==> src/rtl/core/ifc_pkg.sv <==
// Package for the integer full convolution block.
// Holds the field widths, action codes, controller states and the command/status structs.
// No dependencies.
package ifc_pkg;

    localparam int DATA_W   = 32;
    localparam int IDX_W    = 6;
    localparam int ELEM_W   = 5;
    localparam int ACT_W    = 2;
    localparam int LEN_W    = 6;
    localparam int CFG_IDX_W = 2;
    localparam int CAP_LEN  = 32;

    localparam logic [ACT_W-1:0] ACT_LOAD_A  = 2'd0;
    localparam logic [ACT_W-1:0] ACT_LOAD_B  = 2'd1;
    localparam logic [ACT_W-1:0] ACT_COMPUTE = 2'd2;

    localparam logic [CFG_IDX_W-1:0] REG_LEN_A = 2'd0;
    localparam logic [CFG_IDX_W-1:0] REG_LEN_B = 2'd1;

    typedef enum logic [2:0] {
        ST_IDLE,
        ST_SETUP,
        ST_ISSUE,
        ST_DRAIN,
        ST_EMIT
    } t_state;

    // Controller to datapath
    typedef struct packed {
        logic             load_a;
        logic             load_b;
        logic             issue;
        logic             first;
        logic             last;
        logic [IDX_W-1:0] a_addr;
        logic [IDX_W-1:0] b_addr;
        logic             emit;
        logic [IDX_W-1:0] out_index;
        logic             out_last;
    } t_cmd;

    // Datapath to controller
    typedef struct packed {
        logic acc_done;
        logic out_free;
    } t_sts;

endpackage

==> src/rtl/core/ifc_ram.sv <==
// Generic single-write, single-read RAM with registered read data.
// No dependencies.
module ifc_ram #(
    parameter int WIDTH = 32,
    parameter int DEPTH = 32,
    localparam int AW = (DEPTH > 1) ? $clog2(DEPTH) : 1
) (
    input  logic             i_clk,
    input  logic             i_wr_en,
    input  logic [AW-1:0]    i_wr_addr,
    input  logic [WIDTH-1:0] i_wr_data,
    input  logic             i_rd_en,
    input  logic [AW-1:0]    i_rd_addr,
    output logic [WIDTH-1:0] o_rd_data
);

    logic [WIDTH-1:0] r_mem [DEPTH];
    logic [WIDTH-1:0] r_rd_data;

    always_ff @(posedge i_clk) begin
        if (i_wr_en) begin
            r_mem[i_wr_addr] <= i_wr_data;
        end
        if (i_rd_en) begin
            r_rd_data <= r_mem[i_rd_addr];
        end
    end

    assign o_rd_data = r_rd_data;

endmodule

==> src/rtl/core/ifc_dp.sv <==
// Datapath: sequence stores, multiplier, accumulator and output register.
// Depends on ifc_pkg and ifc_ram.
module ifc_dp #(
    parameter int MAX_LEN_A = 32,
    parameter int MAX_LEN_B = 32
) (
    input  logic                             i_clk,
    input  logic                             i_rst_n,
    input  ifc_pkg::t_cmd                    i_cmd,
    output ifc_pkg::t_sts                    o_sts,
    input  logic [ifc_pkg::ELEM_W-1:0]       i_elem_index,
    input  logic signed [ifc_pkg::DATA_W-1:0] i_elem_value,
    output logic                             o_out_valid,
    input  logic                             i_out_ready,
    output logic [ifc_pkg::IDX_W-1:0]        o_out_index,
    output logic signed [ifc_pkg::DATA_W-1:0] o_out_value,
    output logic                             o_out_last
);
    import ifc_pkg::*;

    localparam int AW_A = (MAX_LEN_A > 1) ? $clog2(MAX_LEN_A) : 1;
    localparam int AW_B = (MAX_LEN_B > 1) ? $clog2(MAX_LEN_B) : 1;

    logic              wr_a;
    logic              wr_b;
    logic [DATA_W-1:0] rd_a;
    logic [DATA_W-1:0] rd_b;

    logic              r_s1_vld, r_s1_first, r_s1_last;
    logic              r_s2_vld, r_s2_first, r_s2_last;
    logic [DATA_W-1:0] r_prod;
    logic [DATA_W-1:0] r_acc;
    logic              r_done;

    logic              r_out_valid;
    logic [IDX_W-1:0]  r_out_index;
    logic [DATA_W-1:0] r_out_value;
    logic              r_out_last;

    // Drop loads whose index lies beyond the store depth
    assign wr_a = i_cmd.load_a && (32'(i_elem_index) < MAX_LEN_A);
    assign wr_b = i_cmd.load_b && (32'(i_elem_index) < MAX_LEN_B);

    ifc_ram #(.WIDTH(DATA_W), .DEPTH(MAX_LEN_A)) u_ram_a (
        .i_clk     (i_clk),
        .i_wr_en   (wr_a),
        .i_wr_addr (AW_A'(i_elem_index)),
        .i_wr_data (i_elem_value),
        .i_rd_en   (i_cmd.issue),
        .i_rd_addr (AW_A'(i_cmd.a_addr)),
        .o_rd_data (rd_a)
    );

    ifc_ram #(.WIDTH(DATA_W), .DEPTH(MAX_LEN_B)) u_ram_b (
        .i_clk     (i_clk),
        .i_wr_en   (wr_b),
        .i_wr_addr (AW_B'(i_elem_index)),
        .i_wr_data (i_elem_value),
        .i_rd_en   (i_cmd.issue),
        .i_rd_addr (AW_B'(i_cmd.b_addr)),
        .o_rd_data (rd_b)
    );

    // Pipeline flags: read, multiply, accumulate
    always_ff @(posedge i_clk) begin
        if (!i_rst_n) begin
            r_s1_vld <= 1'b0;
            r_s2_vld <= 1'b0;
            r_done   <= 1'b0;
        end else begin
            r_s1_vld <= i_cmd.issue;
            r_s2_vld <= r_s1_vld;
            r_done   <= r_s2_vld && r_s2_last;
        end
    end

    always_ff @(posedge i_clk) begin
        r_s1_first <= i_cmd.first;
        r_s1_last  <= i_cmd.last;
        r_s2_first <= r_s1_first;
        r_s2_last  <= r_s1_last;
        // Low half of the product is the same for signed and unsigned operands
        r_prod     <= DATA_W'(rd_a * rd_b);
    end

    always_ff @(posedge i_clk) begin
        if (!i_rst_n) begin
            r_acc <= '0;
        end else if (r_s2_vld) begin
            r_acc <= r_s2_first ? r_prod : r_acc + r_prod;
        end
    end

    // Output register
    always_ff @(posedge i_clk) begin
        if (!i_rst_n) begin
            r_out_valid <= 1'b0;
        end else if (i_cmd.emit) begin
            r_out_valid <= 1'b1;
        end else if (i_out_ready) begin
            r_out_valid <= 1'b0;
        end
    end

    always_ff @(posedge i_clk) begin
        if (i_cmd.emit) begin
            r_out_index <= i_cmd.out_index;
            r_out_value <= r_acc;
            r_out_last  <= i_cmd.out_last;
        end
    end

    assign o_sts.acc_done = r_done;
    assign o_sts.out_free = !r_out_valid || i_out_ready;

    assign o_out_valid = r_out_valid;
    assign o_out_index = r_out_index;
    assign o_out_value = r_out_value;
    assign o_out_last  = r_out_last;

endmodule

==> src/rtl/core/ifc_ctrl.sv <==
// Controller: length registers, input handshake and the sequencer over (k, i) terms.
// Depends on ifc_pkg.
module ifc_ctrl #(
    parameter int MAX_LEN_A = 32,
    parameter int MAX_LEN_B = 32
) (
    input  logic                          i_clk,
    input  logic                          i_rst_n,
    input  logic                          i_in_valid,
    output logic                          o_in_ready,
    input  logic [ifc_pkg::ACT_W-1:0]     i_action,
    input  logic                          i_cfg_valid,
    input  logic [ifc_pkg::CFG_IDX_W-1:0] i_cfg_index,
    input  logic [ifc_pkg::LEN_W-1:0]     i_cfg_data,
    output ifc_pkg::t_cmd                 o_cmd,
    input  ifc_pkg::t_sts                 i_sts
);
    import ifc_pkg::*;

    localparam int LIM_A = (MAX_LEN_A < CAP_LEN) ? MAX_LEN_A : CAP_LEN;
    localparam int LIM_B = (MAX_LEN_B < CAP_LEN) ? MAX_LEN_B : CAP_LEN;

    t_state           r_state, n_state;
    logic [LEN_W-1:0] r_len_a, r_len_b;
    logic [IDX_W-1:0] r_la, n_la;
    logic [IDX_W-1:0] r_lb, n_lb;
    logic [IDX_W-1:0] r_k, n_k;
    logic [IDX_W-1:0] r_i, n_i;
    logic [IDX_W-1:0] r_k_end, n_k_end;
    logic [IDX_W-1:0] clamp_a, clamp_b;
    logic [IDX_W-1:0] i_lo, i_hi;
    logic             accept;

    // Clamp lengths: zero becomes one, large values saturate
    always_comb begin
        if (r_len_a == '0) begin
            clamp_a = IDX_W'(1);
        end else if (32'(r_len_a) > LIM_A) begin
            clamp_a = IDX_W'(LIM_A);
        end else begin
            clamp_a = IDX_W'(r_len_a);
        end
        if (r_len_b == '0) begin
            clamp_b = IDX_W'(1);
        end else if (32'(r_len_b) > LIM_B) begin
            clamp_b = IDX_W'(LIM_B);
        end else begin
            clamp_b = IDX_W'(r_len_b);
        end
    end

    always_ff @(posedge i_clk) begin
        if (!i_rst_n) begin
            r_len_a <= LEN_W'(1);
            r_len_b <= LEN_W'(1);
        end else if (i_cfg_valid) begin
            case (i_cfg_index)
                REG_LEN_A: r_len_a <= i_cfg_data;
                REG_LEN_B: r_len_b <= i_cfg_data;
                default: ;
            endcase
        end
    end

    // Term range for result k
    assign i_lo = (r_k >= r_lb) ? r_k + IDX_W'(1) - r_lb : '0;
    assign i_hi = (r_k < r_la) ? r_k : r_la - IDX_W'(1);

    assign o_in_ready = (r_state == ST_IDLE);
    assign accept     = i_in_valid && o_in_ready;

    always_ff @(posedge i_clk) begin
        if (!i_rst_n) begin
            r_state <= ST_IDLE;
        end else begin
            r_state <= n_state;
        end
    end

    always_ff @(posedge i_clk) begin
        r_la    <= n_la;
        r_lb    <= n_lb;
        r_k     <= n_k;
        r_i     <= n_i;
        r_k_end <= n_k_end;
    end

    always_comb begin
        n_state = r_state;
        n_la    = r_la;
        n_lb    = r_lb;
        n_k     = r_k;
        n_i     = r_i;
        n_k_end = r_k_end;

        o_cmd           = '0;
        o_cmd.a_addr    = r_i;
        o_cmd.b_addr    = r_k - r_i;
        o_cmd.first     = (r_i == i_lo);
        o_cmd.last      = (r_i == i_hi);
        o_cmd.out_index = r_k;
        o_cmd.out_last  = (r_k == r_k_end);

        case (r_state)
            ST_IDLE: begin
                if (accept) begin
                    o_cmd.load_a = (i_action == ACT_LOAD_A);
                    o_cmd.load_b = (i_action == ACT_LOAD_B);
                    if (i_action == ACT_COMPUTE) begin
                        n_la    = clamp_a;
                        n_lb    = clamp_b;
                        n_k     = '0;
                        n_k_end = IDX_W'(7'(clamp_a) + 7'(clamp_b) - 7'd2);
                        n_state = ST_SETUP;
                    end
                end
            end
            ST_SETUP: begin
                n_i     = i_lo;
                n_state = ST_ISSUE;
            end
            ST_ISSUE: begin
                o_cmd.issue = 1'b1;
                if (r_i == i_hi) begin
                    n_state = ST_DRAIN;
                end else begin
                    n_i = r_i + IDX_W'(1);
                end
            end
            ST_DRAIN: begin
                if (i_sts.acc_done) begin
                    n_state = ST_EMIT;
                end
            end
            ST_EMIT: begin
                if (i_sts.out_free) begin
                    o_cmd.emit = 1'b1;
                    if (r_k == r_k_end) begin
                        n_state = ST_IDLE;
                    end else begin
                        n_k     = r_k + IDX_W'(1);
                        n_state = ST_SETUP;
                    end
                end
            end
            default: begin
                n_state = ST_IDLE;
            end
        endcase
    end

endmodule

==> src/rtl/core/integer_full_convolution.sv <==
// Sequence: a load writes its element in its transfer. A compute then, for each result k with
// n_k terms, runs a setup, issues the n_k terms, drains the pipeline and emits the result;
// an emit waits while an untaken result holds the output. The shared read-multiply-accumulate
// pipeline takes one term per cycle. Each result shows in the cycle after its emit.
// One item at a time: a load leaves the input ready, a compute frees it after its last emit.
// Reset (i_rst_n, synchronous, active low): controller idle, output empty, both lengths 1,
// accumulator zero; the sequence stores are not cleared and hold nothing until loaded.
// Top level of the integer full convolution block.
// Depends on ifc_pkg, ifc_ram, ifc_dp and ifc_ctrl.
module integer_full_convolution #(
    parameter int MAX_LEN_A = 32,
    parameter int MAX_LEN_B = 32
) (
    input  logic                              i_clk,
    input  logic                              i_rst_n,
    // Input item channel
    input  logic                              i_in_valid,
    output logic                              o_in_ready,
    input  logic [ifc_pkg::ACT_W-1:0]         i_action,
    input  logic [ifc_pkg::ELEM_W-1:0]        i_elem_index,
    input  logic signed [ifc_pkg::DATA_W-1:0] i_elem_value,
    // Result channel
    output logic                              o_out_valid,
    input  logic                              i_out_ready,
    output logic [ifc_pkg::IDX_W-1:0]         o_out_index,
    output logic signed [ifc_pkg::DATA_W-1:0] o_out_value,
    output logic                              o_out_last,
    // Configuration write channel
    input  logic                              i_cfg_valid,
    output logic                              o_cfg_ready,
    input  logic [ifc_pkg::CFG_IDX_W-1:0]     i_cfg_index,
    input  logic [ifc_pkg::LEN_W-1:0]         i_cfg_data
);
    import ifc_pkg::*;

    t_cmd cmd;
    t_sts sts;

    // Take every configuration transfer at once
    assign o_cfg_ready = 1'b1;

    // Sequencer: owns the lengths, the input handshake and the term order
    ifc_ctrl #(
        .MAX_LEN_A (MAX_LEN_A),
        .MAX_LEN_B (MAX_LEN_B)
    ) u_ctrl (
        .i_clk       (i_clk),
        .i_rst_n     (i_rst_n),
        .i_in_valid  (i_in_valid),
        .o_in_ready  (o_in_ready),
        .i_action    (i_action),
        .i_cfg_valid (i_cfg_valid),
        .i_cfg_index (i_cfg_index),
        .i_cfg_data  (i_cfg_data),
        .o_cmd       (cmd),
        .i_sts       (sts)
    );

    // Datapath: stores, product, running sum and the result register that
    // lets the next result's terms proceed while the last one waits
    ifc_dp #(
        .MAX_LEN_A (MAX_LEN_A),
        .MAX_LEN_B (MAX_LEN_B)
    ) u_dp (
        .i_clk        (i_clk),
        .i_rst_n      (i_rst_n),
        .i_cmd        (cmd),
        .o_sts        (sts),
        .i_elem_index (i_elem_index),
        .i_elem_value (i_elem_value),
        .o_out_valid  (o_out_valid),
        .i_out_ready  (i_out_ready),
        .o_out_index  (o_out_index),
        .o_out_value  (o_out_value),
        .o_out_last   (o_out_last)
    );

    // Emit only into a free result register
    a_emit_free: assert property (@(posedge i_clk) disable iff (!i_rst_n)
        cmd.emit |-> (!o_out_valid || i_out_ready))
        else $error("result emitted over an untaken result");

    // The final result of a run shows up flagged in the next cycle
    a_last_shown: assert property (@(posedge i_clk) disable iff (!i_rst_n)
        (cmd.emit && cmd.out_last) |=> (o_out_valid && o_out_last))
        else $error("final result not flagged at the output");

    // A finished sum never coincides with a new term issue
    a_done_quiet: assert property (@(posedge i_clk) disable iff (!i_rst_n)
        sts.acc_done |-> !cmd.issue)
        else $error("term issued while a sum completes");

    // No input transfer while terms are in flight
    a_no_accept_busy: assert property (@(posedge i_clk) disable iff (!i_rst_n)
        (i_in_valid && o_in_ready) |-> !(cmd.issue || sts.acc_done))
        else $error("input transfer during a compute run");

endmodule
==> config.mk <==
export PLATFORM = sky130hd
export DESIGN_NAME = integer_full_convolution
export DESIGN_NICKNAME = d
export VERILOG_FILES = /design/src/rtl/core/ifc_pkg.sv /design/src/rtl/core/ifc_ram.sv /design/src/rtl/core/ifc_dp.sv /design/src/rtl/core/ifc_ctrl.sv /design/src/rtl/core/integer_full_convolution.sv
export SDC_FILE = /design/constraint.sdc
export NUM_CORES = 2
export LEC_CHECK = 0
export ABC_AREA = 1
export BUFFER_PORTS_ARGS = -buffer_cell sky130_fd_sc_hd__buf_2
export CAP_MARGIN = 20
export CORE_MARGIN = 2
export CORE_UTILIZATION = 45
export CTS_BUF_LIST = sky130_fd_sc_hd__clkbuf_16
export DETAILED_ROUTE_END_ITERATION = 8
export GPL_ROUTABILITY_DRIVEN = 0
export PLACE_DENSITY_LB_ADDON = 0.12
export SLEW_MARGIN = 10
export SYNTH_ARGS = -nofsm -noshare
export SYNTH_HDL_FRONTEND = slang
export SYNTH_SLANG_ARGS = --single-unit
export TNS_END_PERCENT = 20
==> constraint.sdc <==
create_clock -name i_clk -period 7.7 [get_ports i_clk]
set_input_delay 1.54 -clock i_clk [delete_from_list [all_inputs] [get_ports i_clk]]
set_output_delay 1.54 -clock i_clk [all_outputs]
set_load 0.02 [all_outputs]
# Word level (Yosys, flattened, before mapping)

Memories as Yosys holds them, arrays and structs flattened. A register that Yosys moved wholly into a read port is not among the register bits.
Index checks and enable logic that the tools add are counted.

Memories: 2
Flip-flop bits (word level): 156
Output and inout port bits: 42
ROM bits: 0
RAM bits: 2,048
Input port bits: 52
Latch bits: 0
Logic and storage cells: 103

Memory list:

| memory             | words | bits a word | rd ports | clocked after memory_dff | wr ports | line          | text |
|---|---|---|---|---|---|---|---|
| u_dp.u_ram_a.r_mem | 32    | 32          | 1        | 1                        | 1        | ifc_ram.sv:17 | `logic [WIDTH-1:0] r_mem [DEPTH];` |
| u_dp.u_ram_b.r_mem | 32    | 32          | 1        | 1                        | 1        | ifc_ram.sv:17 |  |

$add $sub $neg: 8
Muxes and demuxes: 32
Divide/modulo/power cells: 0
Multiply operators: 1
Eq/ne operators: 17
Reductions and logical operators: 18
Shift operators: 0
Magnitude comparators: 4
Bitwise logic cells: 0

Operator list:

| operator                                                               | count |
|---|---|
| 6-bit 2-to-1 mux                                                       | 11 |
| 32-bit adder                                                           | 1 |
| 32-bit by 32-bit multiplier with 32-bit output                         | 1 |
| 32-bit 2-to-1 mux                                                      | 1 |
| 6-bit one-hot mux with 2 select lines                                  | 2 |
| 6-bit equality test                                                    | 3 |
| 3-bit 2-to-1 mux                                                       | 5 |
| 3-bit one-hot mux with 5 select lines                                  | 1 |
| 6-bit by 1-bit adder with 6-bit output (second input constant)         | 2 |
| 6-bit > comparator (second input constant)                             | 2 |
| 6-bit logical NOT                                                      | 2 |
| 1-bit 2-to-1 mux                                                       | 10 |
| 2-bit inequality test (second input constant)                          | 5 |
| 5-bit AND reduction                                                    | 2 |
| 6-bit adder                                                            | 1 |
| 3-bit by 2-bit equality test with 1-bit output (second input constant) | 2 |
| 6-bit >= comparator                                                    | 1 |
| 6-bit less-than comparator                                             | 1 |
| 2-bit AND reduction                                                    | 3 |
| 2-bit nonzero test                                                     | 3 |
| 6-bit by 1-bit subtractor with 6-bit output (second input constant)    | 1 |
| 6-bit by 2-bit subtractor with 6-bit output (second input constant)    | 1 |
| 6-bit subtractor                                                       | 1 |
| 5-bit subtractor                                                       | 1 |
| other kinds (12)                                                       | 17 |

# Depth between registers and ports, before layout

Depth after elaboration: 6
Gate-level depth with buffers: 32

# By module

A second synthesis with hierarchy kept.

Cells, all modules: 10,408
Area, all modules: 110,935.1 sq um

Modules (own cells, without submodules):

| module                   | area an instance (sq um) | sequential area each (sq um) | times used | cells each |
|---|---|---|---|---|
| ifc_ram                  | 42,726.0                 | 31,710.4                     | 2          | 3,536 |
| ifc_dp                   | 22,126.2                 | 2,612.5                      | 1          | 2,908 |
| ifc_ctrl                 | 3,345.7                  | 1,201.2                      | 1          | 426 |
| integer_full_convolution | 11.3                     | 0.0                          | 1          | 2 |

# Worst setup path after synthesis

Ideal clock, no wire load.

Path kind: register -> register
Start point: reg u_dp.u_ram_b.r_rd_data[3], in the netlist u_dp.u_ram_b.o_rd_data[3] (read register of u_dp.u_ram_b.r_mem)
End point: reg u_dp.r_prod[29]
Path slack: 1.322 ns
Data arrival time: 6.255 ns
Library setup time: 0.123 ns
Cell stages (with the launch flop): 26
Path buffers: 2
Cells stage by stage: edfxtp_1 > clkbuf_1 > buf_1 > nand2_1 > inv_1 > fa_1 > inv_1 > fa_1 > fa_1 > fa_1 > inv_1 > fa_1 > inv_1 > fa_1 > inv_1 > fa_1 > fa_1 > ha_1 > nand2_1 > nor2_1 > nor3b_1 > nand4_1 > nand3_1 > a21o_1 > a21oi_1 > xor2_1

Word-level cells in the longest chain between the ends: 1

RTL lines:

| item                                           | line          | text |
|---|---|---|
| start: declaration                             | ifc_ram.sv:18 | `logic [WIDTH-1:0] r_rd_data;` |
| 32-bit by 32-bit multiplier with 32-bit output | ifc_dp.sv:83  | `r_prod <= DATA_W'(rd_a * rd_b);` |
| end signal: assignment                         | ifc_dp.sv:83  |  |
| end: declaration                               | ifc_dp.sv:31  | `logic [DATA_W-1:0] r_prod;` |

No other way between the ends.
A chain may end at the register's enable or synchronous reset.

# Final worst setup path

Start point: reg u_dp.u_ram_a.r_rd_data[12], in the netlist u_dp.u_ram_a.o_rd_data[12] (read register of u_dp.u_ram_a.r_mem)
End point: reg u_dp.r_prod[29]

Word-level cells in the longest chain between the ends: 1

RTL lines:

| item                                           | line |
|---|---|
| start: declaration                             | ifc_ram.sv:18 |
| 32-bit by 32-bit multiplier with 32-bit output | ifc_dp.sv:83 |

No other way between the ends.

==> flow_metrics.tcl <==
set metrics [dict create \
    outcome "finished, final reports clean" \
    initial_core_util_pct 45.1 \
    clk_latency_ns 0.90 \
    antenna_left 0 \
    synth-async-reset-ratio_pct 0 \
    cp_max_fo 20 \
    post-synth-top-area-cell "edfxtp_1" \
    postCtsSetupBuffers 0 \
    antenna_found_initial 16 \
    synth_nets 9431 \
    globalRoute.totalOverflow 0 \
    avgSynthCellArea_um2 12.2 \
    area_growth_pct 10.9 \
    arrival_ns 7.72 \
    drt_wl_total_mm 311 \
    hp-class "reg -> reg" \
    die_w_um 492 \
    die_h_um 492 \
    tritoncts "done" \
    synth_top_area_share_pct 61.2 \
    vias_per_cell 5.68 \
    grt_pass1_vias 67909 \
    cp-end-kind "register" \
    rows 179 \
    setup_viol 0 \
    synth.most_common_cell "edfxtp_1" \
    gr-usage-all-layers_pct 25.4 \
    finalClockSkew_ns 0.0792 \
    clockBufferDepth 3 \
    die_area_um2 242000 \
    numCtsBuffers 231 \
    fin_util_pct 50.0 \
    dominantRegCellSynth "edfxtp_1" \
    dpl.hpwl_mm 186 \
    yosys-top-cells-area "edfxtp_1 (61%), fa_1 (7.7%), o21ai_0 (3.9%), nor2_1 (3.6%), nand2_1 (3.6%)" \
    io_buffers 92 \
    worstSetupPathType "reg -> reg" \
    clkTransAtPathRegs_ns 0.06 \
    grt_max_degree 169 \
    clock_sinks 2268 \
    htree_levels 4 \
    layout_min_cycle_time_ns 7.02 \
    maxCapViolCount 0 \
    fin_cells 12152 \
    clockRootBuffer "clkbuf_16" \
    yosys_warnings 0 \
    holdBufCountCts 0 \
    drtPass1Iterations 8 \
    drt_iter0_markers 6577 \
    synth_cells 8781 \
    core_area_um2 237000 \
    dp.cells 11716 \
    slew_viol_final 0 \
    synth_edf_count 2181 \
    drc_errors 0 \
    rsz0062_at_grt "no" \
    wl_per_cell_um 25.6 \
    worstPathRequired_ns 8.41 \
    grt_pass1_wl_mm 455 \
    finalCritPeriodShare_pct 91.1 \
    synth-seq-cells 2268 \
    fin_hold_ws_ns 0.333 \
    synth_cell_types 52 \
    synth_common_cells "edfxtp_1 (2,181), nor2_1 (1,027), nand2_1 (1,024), inv_1 (900), o21ai_0 (829)" \
    drive_gt1_share_pct 7.94 \
    cts_resized 0 \
    slew_headroom_pct 20.3 \
    syn_area_um2 107000 \
    fin_setup_tns_ns 0 \
    final_nets 9435 \
    crit_path_start_kind "register" \
    ios 94 \
    hold_viol_final 0 \
    yosysSeqAreaShare_pct 62.8 \
    worstMarginPinSlew_ns 1.19 \
    vias 68994 \
    fmax_mhz 143 \
]
[cell families (layout without fill, tap and decap cells)]
group,after synthesis,in the layout,synth area share (%)
AO/OA/AOI/OAI,1687,1687,9.57
XOR/XNOR,82,82,0.678
adder cells (fa/ha/maj),598,598,9.88
buffers and inverters,1440,1641,5.46
flip-flops,2268,2268,62.8
multiplexers,256,256,2.39
other,1,4,0.00350
AND/OR/NAND/NOR,2449,2449,9.17
[through the flow]
step	worst slack, ns	instance area (um^2)
after global routing	0.336	119000
after detailed placement	0.723	111000
final	0.683	119000
after global placement	0.831	111000
after CTS	0.721	119000
after floorplan	1.32	107000
[state kept, by name, summed over array words and instances (netlist names), 3 cells and up]
signal / cells
u_ctrl.r_i: 6
u_ctrl.r_k: 6
u_ctrl.r_k_end: 6
u_ctrl.r_la: 6
u_ctrl.r_lb: 6
u_ctrl.r_len_a: 6
u_ctrl.r_len_b: 6
u_ctrl.r_state: 3
u_dp.o_out_index: 6
u_dp.o_out_value: 32
u_dp.r_acc: 32
u_dp.r_prod: 32
u_dp.u_ram_a.o_rd_data: 32
u_dp.u_ram_a.r_mem: 1024
u_dp.u_ram_b.o_rd_data: 32
u_dp.u_ram_b.r_mem: 1024
[worst paths after layout]
kind / to / slack [ns] / cells after the start / startpoint
setup / recovery: u_dp.r_prod[29]$_DFF_P_ / 0.68 / 23 / u_dp.u_ram_a.o_rd_data[12]$_DFFE_PP_
hold / removal: u_dp.r_s2_last$_DFF_P_ / 0.33 / 0 / u_dp.r_s1_last$_DFF_P_
setup reg to reg: u_dp.r_prod[29]$_DFF_P_ / 0.68 / 23 / u_dp.u_ram_a.o_rd_data[12]$_DFFE_PP_
hold reg to reg: u_dp.r_s2_last$_DFF_P_ / 0.33 / 0 / u_dp.r_s1_last$_DFF_P_
[layer usage]
| layer | track usage (%) | routed length (um) | vias to the layer above |
|---|---|---|---|
| met5 | 0 | 294 | - |
| met2 | 41.7 | 148000 | 2300 |
| li1 | - | - | 30992 |
| met1 | 36.2 | 136000 | 35311 |
| met4 | 6.05 | 6640 | 12 |
| met3 | 2.99 | 19000 | 379 |
[layout by cell type, fill, tap and decap left out, types with 24 or more instances in the layout]
cell,n
a31oi_1,73
buf_4,198
nor3_1,39
xnor2_1,24
nand2_1,1024
xor2_1,55
inv_1,961
clkinv_1,57
and3_1,33
nor2_1,960
buf_2,92
clkinv_2,37
nand3_1,280
nor2_4,68
clkbuf_16,232
fa_1,411
o22ai_1,186
a21oi_1,162
mux2i_1,256
o21ai_0,829
o21ai_1,37
edfxtp_1,2181
ha_1,185
dfxtp_1,87
o221ai_1,326
[critical path, stage by stage (launching register included)]
cell,delay (ns)
edfxtp_1,0.91
nand2_1,0.12
inv_1,0.11
fa_1,0.44
fa_1,0.49
fa_1,0.53
inv_1,0.05
fa_1,0.48
inv_1,0.06
fa_1,0.51
inv_1,0.06
fa_1,0.53
inv_1,0.05
fa_1,0.49
fa_1,0.41
ha_1,0.38
nand2_1,0.11
nor2_1,0.15
nor3b_1,0.27
nand4_1,0.12
nand3_1,0.15
a21o_1,0.17
a21oi_1,0.08
xor2_1,0.15
[area by class of cell]
class / instances / area [um^2]
diodes: 3 / 7.51
clock buffers: 232 / 5810
clock inverters: 198 / 1470
fillers: 20611 / 118000
inverters: 905 / 3430
multi-input cells: 5073 / 34500
flip-flops and latches: 2268 / 67200
well taps: 3167 / 3960
repair buffers: 306 / 2270
Power is not shown: default switching activity piles up to over one toggle a cycle in this logic, so the estimate is an artifact.
